--- src/sv/ptg_pkg.sv ---
// package for the prime table generator
// holds field widths, default sizes and the seed constants
// no dependencies
package ptg_pkg;

	localparam int INDEX_WIDTH       = 11;
	localparam int OUT_WIDTH         = 32;
	localparam int TABLE_DEPTH_DEF   = 1024;
	localparam int PRIME_WIDTH_DEF   = 32;
	localparam int FIRST_PRIME       = 2;
	localparam int FIRST_CANDIDATE   = 3;
	localparam int CANDIDATE_STEP    = 2;

endpackage

--- src/sv/ptg_divider.sv ---
// bit-serial restoring divider for the prime table generator
// one quotient bit per cycle, WIDTH quotient bits per division
// depends on ptg_pkg for the default width
module ptg_divider #(
	parameter int WIDTH = ptg_pkg::PRIME_WIDTH_DEF
) (
	input  logic             clk,
	input  logic             arst_n,
	input  logic             start,
	input  logic [WIDTH-1:0] dividend,
	input  logic [WIDTH-1:0] divisor,
	output logic             done,
	output logic [WIDTH-1:0] quotient,
	output logic [WIDTH-1:0] remainder
);
	import ptg_pkg::*;

	localparam int CNT_W = $clog2(WIDTH + 1);

	logic [WIDTH-1:0] rem_q;
	logic [WIDTH-1:0] quo_q;
	logic [WIDTH-1:0] dsr_q;
	logic [CNT_W-1:0] cnt_q;
	logic             run_q;
	logic             done_q;
	logic [WIDTH:0]   shifted;
	logic [WIDTH:0]   diff;

	// next dividend bit enters the partial remainder from the top of the quotient shifter
	assign shifted = {rem_q, quo_q[WIDTH-1]};
	assign diff    = shifted - {1'b0, dsr_q};

	always_ff @(posedge clk or negedge arst_n) begin
		if (!arst_n) begin
			run_q  <= 1'b0;
			done_q <= 1'b0;
			cnt_q  <= '0;
		end else begin
			done_q <= 1'b0;
			if (start) begin
				run_q <= 1'b1;
				cnt_q <= CNT_W'(WIDTH);
			end else if (run_q) begin
				cnt_q <= cnt_q - 1'b1;
				if (cnt_q == CNT_W'(1)) begin
					run_q  <= 1'b0;
					done_q <= 1'b1;
				end
			end
		end
	end

	always_ff @(posedge clk) begin
		if (start) begin
			rem_q <= '0;
			quo_q <= dividend;
			dsr_q <= divisor;
		end else if (run_q) begin
			if (!diff[WIDTH]) begin
				rem_q <= diff[WIDTH-1:0];
				quo_q <= {quo_q[WIDTH-2:0], 1'b1};
			end else begin
				rem_q <= shifted[WIDTH-1:0];
				quo_q <= {quo_q[WIDTH-2:0], 1'b0};
			end
		end
	end

	assign done      = done_q;
	assign quotient  = quo_q;
	assign remainder = rem_q;

endmodule

--- config.mk ---
export PLATFORM = sky130hd
export DESIGN_NAME = ptg_divider
export DESIGN_NICKNAME = d
export VERILOG_FILES = /design/src/sv/ptg_pkg.sv /design/src/sv/ptg_divider.sv
export SDC_FILE = /design/constraint.sdc
export NUM_CORES = 1
export LEC_CHECK = 0
export ABC_CLOCK_PERIOD_IN_PS = 8700
export CORE_ASPECT_RATIO = 1.2
export CORE_UTILIZATION = 30
export DETAILED_ROUTE_END_ITERATION = 6
export DONT_BUFFER_PORTS = 1
export GPL_ROUTABILITY_DRIVEN = 0
export PLACE_DENSITY_LB_ADDON = 0.05
export SYNTH_ARGS = -nofsm -noshare
export SYNTH_HDL_FRONTEND = slang
export SYNTH_SLANG_ARGS = --single-unit
--- constraint.sdc ---
create_clock -name clk -period 8.7 [get_ports clk]
set_input_delay 0.87 -clock clk [delete_from_list [all_inputs] [get_ports clk]]
set_output_delay 0.87 -clock clk [all_outputs]
set_load 0.05 [all_outputs]
==> metrics.md, run 1 <==
| Metric | Value |
|---|---|
| Outcome | `finished, final reports clean` |
| Die height | `155.5 um` |
| Final cell count without fillers | `829` |
| Minimum clock period | `4.672 ns` |
| Post_cts resized | `0` |
| Req. time, crit path | `8.96 ns` |
| GRT Util Overall | `14.31%` |
| Post-synth top area cell | `edfxtp_1` |
| Maximum root-to-sink buffer count | `2` |
| Final net count | `670` |
| Initial antenna violation count | `0` |
| Htree depth | `3` |
| Root Buffer | `clkbuf_16` |
| Share of the synthesized area in the top cell type | `32.65%` |
| I/O Pins | `132` |
| CP arrival | `4.93 ns` |
| Async set-reset flop share out of synthesis | `7.692%` |
| TNS Setup | `0 ns` |
| Average size of a mapped cell | `10.13 um2` |
| Vias in the first global route | `4384` |
| Synth Warn # | `0` |
| Synth Net Count | `683` |
| Core footprint | `19060 um2` |
| Crit Path Class | `register to register` |
| # hold bufs at CTS | `0` |
| Placed Cells | `813` |
| HP Class | `primary input to asynchronous set/reset pin` |
| CTS tree | `yes` |
| FMAX | `214.0 MHz` |
| Max-capacitance violation count | `0` |
| Routed via count | `4172` |
| Post-synthesis instance total | `581` |
| Clock transition at path regs | `0.08 ns` |
| First-pass GRT wire length | `22.60 mm` |
| EDFF count, synth | `64` |
| Fin. Hold Viols | `0` |
| Post-DR vias/cell | `5.033` |
| Final number of setup-violating endpoints | `0` |
| Most common cell in the netlist | `nand2_1` |
| DRC violations left | `0` |
| Main area contributors after synthesis | `edfxtp_1, dfxtp_1, ha_1` |
| Fill count | `1982` |
| Final period util | `53.70%` |
| DRT Pass-1 Iters | `4` |
| Final setup skew | `0.01482 ns` |
| Inserted Clock Buffers | `9` |
| Crit-path max FO | `21` |
| Peak supply drop | `0.1367 mV` |
| Commonest cells post-synth | `nand2_1, edfxtp_1, nor2_1` |
| # Post-CTS Setup Buffers | `0` |
| Overflow after GRT | `0` |
| Antenna Cells | `0` |
| Count of cell types in the netlist | `61` |
| Initial core utilization | `30.88%` |
| Worst slew margin | `18.98%` |
| Area Overhead vs Synth | `9.012%` |
| Pwr dens | `375.7 nW/um2` |
| Fin. max-slew vios | `0` |
| Full die area | `20190 um2` |
| Crit end category | `register` |
| Core Rows | `55` |
| Post-Syn Area | `5887 um2` |
| Sequential-to-total area share from yosys stat | `46.93%` |
| Die W | `129.9 um` |
| RSZ-0062 raised after global routing | `no` |
| PortBufs | `0` |
| Largest net degree at the start of global routing | `107` |
| Post-synth top flop | `edfxtp_1` |
| Layout cell share with drive strength beyond 1 | `10.12%` |
| Clock Sinks | `104` |
| DP HPWL | `9.825 mm` |
| Worst-Margin Slew | `1.214 ns` |
| LEAKAGE | `2.648 nW` |
| Yosys reg bits | `104` |
| DRT Wirelength | `13.86 mm` |
| Drt wl/cell | `16.71 um` |
| Crit start category | `register` |
| Worst skew pair latency | `0.35 ns` |
| DRT iter0 DRCs | `171` |
| Post-DRT Antenna Nets | `0` |
==> cell type report <==
class | count | area, um2 | area share, %
timing repair buffer | 3 | 22.52 | 0.3509
sequential | 104 | 2764 | 43.07
clock inverter | 7 | 76.32 | 1.189
multi-input combinational | 407 | 2848 | 44.38
tap | 256 | 320.3 | 4.991
clock buffer | 9 | 225.2 | 3.509
inverter | 43 | 161.4 | 2.515
==> through the flow <==
step                      instance area (um2)  utilization, %  worst slack [ns]  power [W]  hold WS, ns
final                                    6417           33.67             4.028   0.002411       0.1981
after global routing                     6417           33.67             3.701   0.002593       0.1765
after CTS                                6417           33.67             3.932   0.002450       0.1806
after detailed placement                 6116           32.08             3.961   0.002011       0.5077
after global placement                   6116           32.08             4.083   0.002006       0.5130
after floorplan                          5887               -             5.023   0.001792       0.4833
==> cell usage in the layout, fill, tap and decap left out, types with 2 or more instances in the layout <==
cell / netlist / routed
nand2_1: 80 / 80
edfxtp_1: 64 / 64
nor2_1: 49 / 49
inv_1: 43 / 43
ha_1: 34 / 34
dfxtp_1: 32 / 32
mux2_2: 31 / 31
a311oi_1: 29 / 29
a21oi_1: 23 / 23
a21o_1: 19 / 19
xnor2_1: 19 / 19
nor3_1: 10 / 10
xor2_1: 10 / 10
nand3_1: 10 / 10
clkbuf_16: 0 / 9
o21ai_0: 7 / 7
dfrtp_1: 8 / 7
nand2b_1: 6 / 6
and3_1: 5 / 5
o21ai_1: 5 / 5
o2111ai_1: 4 / 4
a41oi_1: 4 / 4
a211oi_1: 4 / 4
o21bai_1: 4 / 4
nand4_1: 4 / 4
o31ai_1: 3 / 3
and2_1: 3 / 3
nor2b_1: 3 / 3
nor3b_1: 3 / 3
or3_1: 3 / 3
inv_6: 0 / 3
buf_4: 0 / 3
a21oi_2: 2 / 2
or2_2: 2 / 2
a2111oi_0: 2 / 2
o21a_1: 2 / 2
a41o_1: 2 / 2
a31oi_1: 2 / 2
or4_1: 2 / 2
==> worst max-delay path, cell delays in order (launching register included) <==
cell and delay, ns:
edfxtp_1 0.65, inv_1 0.13, ha_1 0.25, fa_1 0.39, nand2b_1 0.20, a21oi_2 0.23
o41ai_4 0.14, nor3_2 0.23, o2111ai_1 0.21, a21oi_2 0.28, a31o_1 0.40, xnor2_2 0.31
buf_4 0.34, or4_1 0.54, a311oi_1 0.26
==> registers in the layout, summed over array words and instances (netlist names) <==
signal     flops
done           1
cnt_q          6
remainder     32
run_q          1
dsr_q         32
quotient      32
==> kinds of logic after synthesis <==
family / after synthesis / share of synthesized area, %
multiplexers: 31 / 5.930
AND/OR/NAND/NOR: 185 / 14.05
buffers and inverters: 70 / 4.697
XOR/XNOR: 31 / 4.867
flip-flops: 104 / 46.93
adder cells (fa/ha/maj): 35 / 7.566
AO/OA/AOI/OAI: 125 / 15.96
==> path summary, 6_finish.rpt <==
kind / slack, ns / to / from / cells after the start
max: 4.03 / remainder[17]$_SDFFE_PP0P_ / quotient[31]$_DFFE_PP_ / 14
min: 0.20 / cnt_q[2]$_DFFE_PN0P_ / arst_n / 0
max reg2reg: 4.03 / remainder[17]$_SDFFE_PP0P_ / quotient[31]$_DFFE_PP_ / 14
min reg2reg: 0.53 / cnt_q[5]$_DFFE_PN0P_ / cnt_q[5]$_DFFE_PN0P_ / 2
max in group asynchronous: 8.43 / run_q$_DFF_PN0_ / arst_n / 0
min in group clk: 0.53 / cnt_q[5]$_DFFE_PN0P_ / cnt_q[5]$_DFFE_PN0P_ / 2
==> power breakdown <==
group	internal, W	switching (W)	total (W)
sequential	0.000649	0.000456	0.00110
clock	0.000227	0.000197	0.000425
combinational	0.000375	0.000507	0.000881
==> routing by layer <==
layer  part of all wire, %  wire length, um  GRT usage [%]  up-vias
li1                      -                -              -     2082
met1                    46             6321          17.84     1961
met2                    46             6414          23.07      119
met3                   6.9              956          5.055       10
met4                   1.2              163          4.208        0
met5                     0                0              0        -
Note: power is estimated with default switching activity, not from simulation.
==> inputs of run 2 (changes only) <==
--- a/config.mk
+++ b/config.mk
@@ -5,7 +5,7 @@
 export SDC_FILE = /design/constraint.sdc
 export NUM_CORES = 1
 export LEC_CHECK = 0
-export ABC_CLOCK_PERIOD_IN_PS = 8700
+export ABC_CLOCK_PERIOD_IN_PS = 3800
 export CORE_ASPECT_RATIO = 1.2
 export CORE_UTILIZATION = 30
 export DETAILED_ROUTE_END_ITERATION = 6
==> constraint.sdc (replaced) <==
create_clock -name clk -period 3.8 [get_ports clk]
set_input_delay 0.38 -clock clk [delete_from_list [all_inputs] [get_ports clk]]
set_output_delay 0.38 -clock clk [all_outputs]
set_load 0.05 [all_outputs]
==> run 2 against run 1 <==
  * Core utilization is 1.6 points higher
  * Fmax up 33%
  * Combinational power grew to 3.4 times the previous value
  * Worst hold slack lost 0.10 ns
  * Die area did not move
  * Wire length increased by 4.5%
  * Non-clock buffer count is 40 higher
  * Critical endpoint is now remainder[12]$_SDFFE_PP0P_
  * Global-route usage grew 0.60 points
  * Sequential power is 70% higher
  * Sequential share of layout area fell by 1.9 points
  * First-iteration DRC count down 6.4%
  * Via count grew 4.6%
==> metrics.md, run 2 (same netlist as run 1, synthesis figures left out) <==
| Metric | Value |
|---|---|
| DRT Pass-1 Iters | `4 (unchanged)` |
| Crit start category | `register (unchanged)` |
| DRC violations left | `0 (unchanged)` |
| Final Cell Area | `6718 um2 (was 6417 um2)` |
| Fill count | `1960 (was 1982)` |
| Maximum root-to-sink buffer count | `2 (unchanged)` |
| Util after Layout | `35.24% (was 33.67%)` |
| Pwr dens | `860.4 nW/um2 (was 375.7 nW/um2)` |
| HP Class | `primary input to register (was primary input to asynchronous set/reset pin)` |
| Reg2reg start | `quotient[31]$_DFFE_PP_ (unchanged)` |
| Hold Crit Endpoint | `cnt_q[2]$_DFFE_PN0P_` |
| FMAX | `284.2 MHz (was 214.0 MHz)` |
| Reg2reg setup slack | `0.28 ns (was 4.03 ns)` |
| Outcome | `finished, final reports clean (unchanged)` |
| Clock Sinks | `104 (unchanged)` |
| Core Rows | `55 (unchanged)` |
| First-pass GRT wire length | `23.46 mm (was 22.60 mm)` |
| CTS tree | `yes (unchanged)` |
| Full die area | `20190 um2 (unchanged)` |
| Die W | `129.9 um (unchanged)` |
| Root Buffer | `clkbuf_16 (unchanged)` |
| Minimum clock period | `3.519 ns (was 4.672 ns)` |
| Clock transition at path regs | `0.08 ns (about the same)` |
| Crit Path Class | `register to register (unchanged)` |
| Final net count | `710 (was 670)` |
| Overflow after GRT | `0 (unchanged)` |
| Largest net degree at the start of global routing | `107 (unchanged)` |
| PortBufs | `0 (unchanged)` |
| Register area | `2764 um2 (unchanged)` |
| Fin. Hold Viols | `0 (unchanged)` |
| Crit-path max FO | `7 (was 21)` |
| CP arrival | `3.79 ns (was 4.93 ns)` |
| Cell Area, Placed | `6401 um2 (was 6116 um2)` |
| DP HPWL | `10.35 mm (was 9.825 mm)` |
| Drt wl/cell | `16.65 um (was 16.71 um)` |
| Fin. max-slew vios | `0 (unchanged)` |
| Max-capacitance violation count | `0 (unchanged)` |
| Die height | `155.5 um (unchanged)` |
| Reg-to-reg endpoint | `remainder[12]$_SDFFE_PP0P_ (was remainder[17]$_SDFFE_PP0P_)` |
| DRT Wirelength | `14.47 mm (was 13.86 mm)` |
| Htree depth | `3 (unchanged)` |
| Post-DR vias/cell | `5.023 (was 5.033)` |
| Initial antenna violation count | `0 (unchanged)` |
| Final period util | `92.59% (was 53.70%)` |
| Peak supply drop | `0.2631 mV (was 0.1367 mV)` |
| Final number of setup-violating endpoints | `0 (unchanged)` |
| Inserted Clock Buffers | `9 (unchanged)` |
| Initial core utilization | `30.88% (unchanged)` |
| DRT iter0 DRCs | `160 (was 171)` |
| Layout cell share with drive strength beyond 1 | `15.99% (was 10.12%)` |
| Post-DRT Antenna Nets | `0 (unchanged)` |
| Crit end category | `register (unchanged)` |
| TNS Setup | `0 ns (unchanged)` |
| LEAKAGE | `2.855 nW (was 2.648 nW)` |
| Vias in the first global route | `4561 (was 4384)` |
| GRT Util Overall | `14.92% (was 14.31%)` |
| Req. time, crit path | `4.07 ns (was 8.96 ns)` |
| Routed via count | `4365 (was 4172)` |
| Commonest non-fill, non-tap cell in the layout | `nand2_1 (unchanged)` |
| Final setup skew | `0.01002 ns (was 0.01482 ns)` |
| Worst skew pair latency | `0.36 ns (was 0.35 ns)` |
| Antenna Cells | `0 (unchanged)` |
| Hold Startpoint | `start` |
| Worst-Margin Slew | `0.8201 ns (was 1.214 ns)` |
| Core footprint | `19060 um2 (unchanged)` |
| Hold Crit Depth | `1` |
| Area Overhead vs Synth | `14.11% (was 9.012%)` |
| FF-to-FF path depth | `13 (was 14)` |
| Area of the multi-input gates | `2848 um2 (unchanged)` |
| Most frequent cells in the layout | `nand2_1, edfxtp_1, nor2_1, inv_1, buf_4 (was nand2_1, edfxtp_1, nor2_1, inv_1, ha_1)` |
| I/O Pins | `132 (unchanged)` |
| Worst slew margin | `45.25% (was 18.98%)` |
==> run 2: cell count changes in the layout (fill, tap and decap cells not counted) <==
cell / change
dlygate4sd3_1: +1
clkinv_2: -1
buf_4: +39
clkinv_4: +3
inv_6: -2
inv_8: +1
bufinv_16: -1
clkinv_1: -1
clkinv_8: +1
==> run 2: how the worst max path moves through the flow <==
| stage | start | endpoint | slack (ns) | cells after the start |
|---|---|---|---|---|
| CTS | quotient[31]$_DFFE_PP_ | remainder[12]$_SDFFE_PP0P_ | 0.25 | 13 |
| floorplan | quotient[31]$_DFFE_PP_ | remainder[17]$_SDFFE_PP0P_ | 0.12 | 14 |
| finish | quotient[31]$_DFFE_PP_ | remainder[12]$_SDFFE_PP0P_ | 0.28 | 13 |
| global route | quotient[31]$_DFFE_PP_ | remainder[12]$_SDFFE_PP0P_ | -0.005 | 13 |
| global placement | quotient[31]$_DFFE_PP_ | remainder[16]$_SDFFE_PP0P_ | 0.37 | 15 |
| detailed placement | quotient[31]$_DFFE_PP_ | remainder[12]$_SDFFE_PP0P_ | 0.30 | 13 |
==> run 2: where the power goes <==
group          total [W]  switching, W  internal [W]
logic            0.00296       0.00188       0.00108
registers        0.00187      0.000388       0.00149
clock network   0.000951      0.000484      0.000467
==> run 2: area by class of cell <==
class	instances	share of cell area, %
sequential	104	41.14
tap	256	4.768
clock buffer	9	3.353
clock inverter	7	1.099
multi-input combinational	407	42.39
inverter	43	2.403
timing repair buffer	43	4.843
==> run 2: repair_timing <==
action / in CTS / in global routing
setup buffers: 0 / 1
resized for setup: 0 / 0
hold buffers: 1 / 0
hold endpoints to repair: 8 / 0
setup endpoints to repair: 0 / 6
==> run 2: per-stage QoR <==
step	total power (W)	worst slack, ns	instances	hold WS, ns
2_1_floorplan	0.004102	0.1232	581	0.08441
3_3_place_gp	0.004877	0.3732	851	0.08465
3_5_place_dp	0.004865	0.3012	851	0.08468
4_1_cts	0.005855	0.2503	868	0.08340
5_1_grt	0.006194	-0.005321	869	0.08881
6_report	0.005780	0.2814	869	0.09831
==> run 2: metal layers <==
| metal | track usage, % | vias to the layer above | routed length [um] |
|---|---|---|---|
| met5 | 0 | - | 0 |
| met4 | 5.759 | 0 | 287 |
| met3 | 3.886 | 15 | 802 |
| met2 | 25.36 | 107 | 6910 |
| met1 | 17.81 | 2072 | 6472 |
| li1 | - | 2171 | - |
==> run 2: worst max-delay path, stage by stage (launching register included) <==
cell and delay [ns]:
edfxtp_1 0.35, inv_1 0.06, ha_1 0.22, fa_1 0.38
nand2b_1 0.21, a21oi_2 0.24, o41ai_4 0.12, nor3_2 0.22
o2111ai_1 0.20, a21oi_2 0.20, a31o_1 0.21, xnor2_2 0.14
or4_1 0.58, a311oi_1 0.28
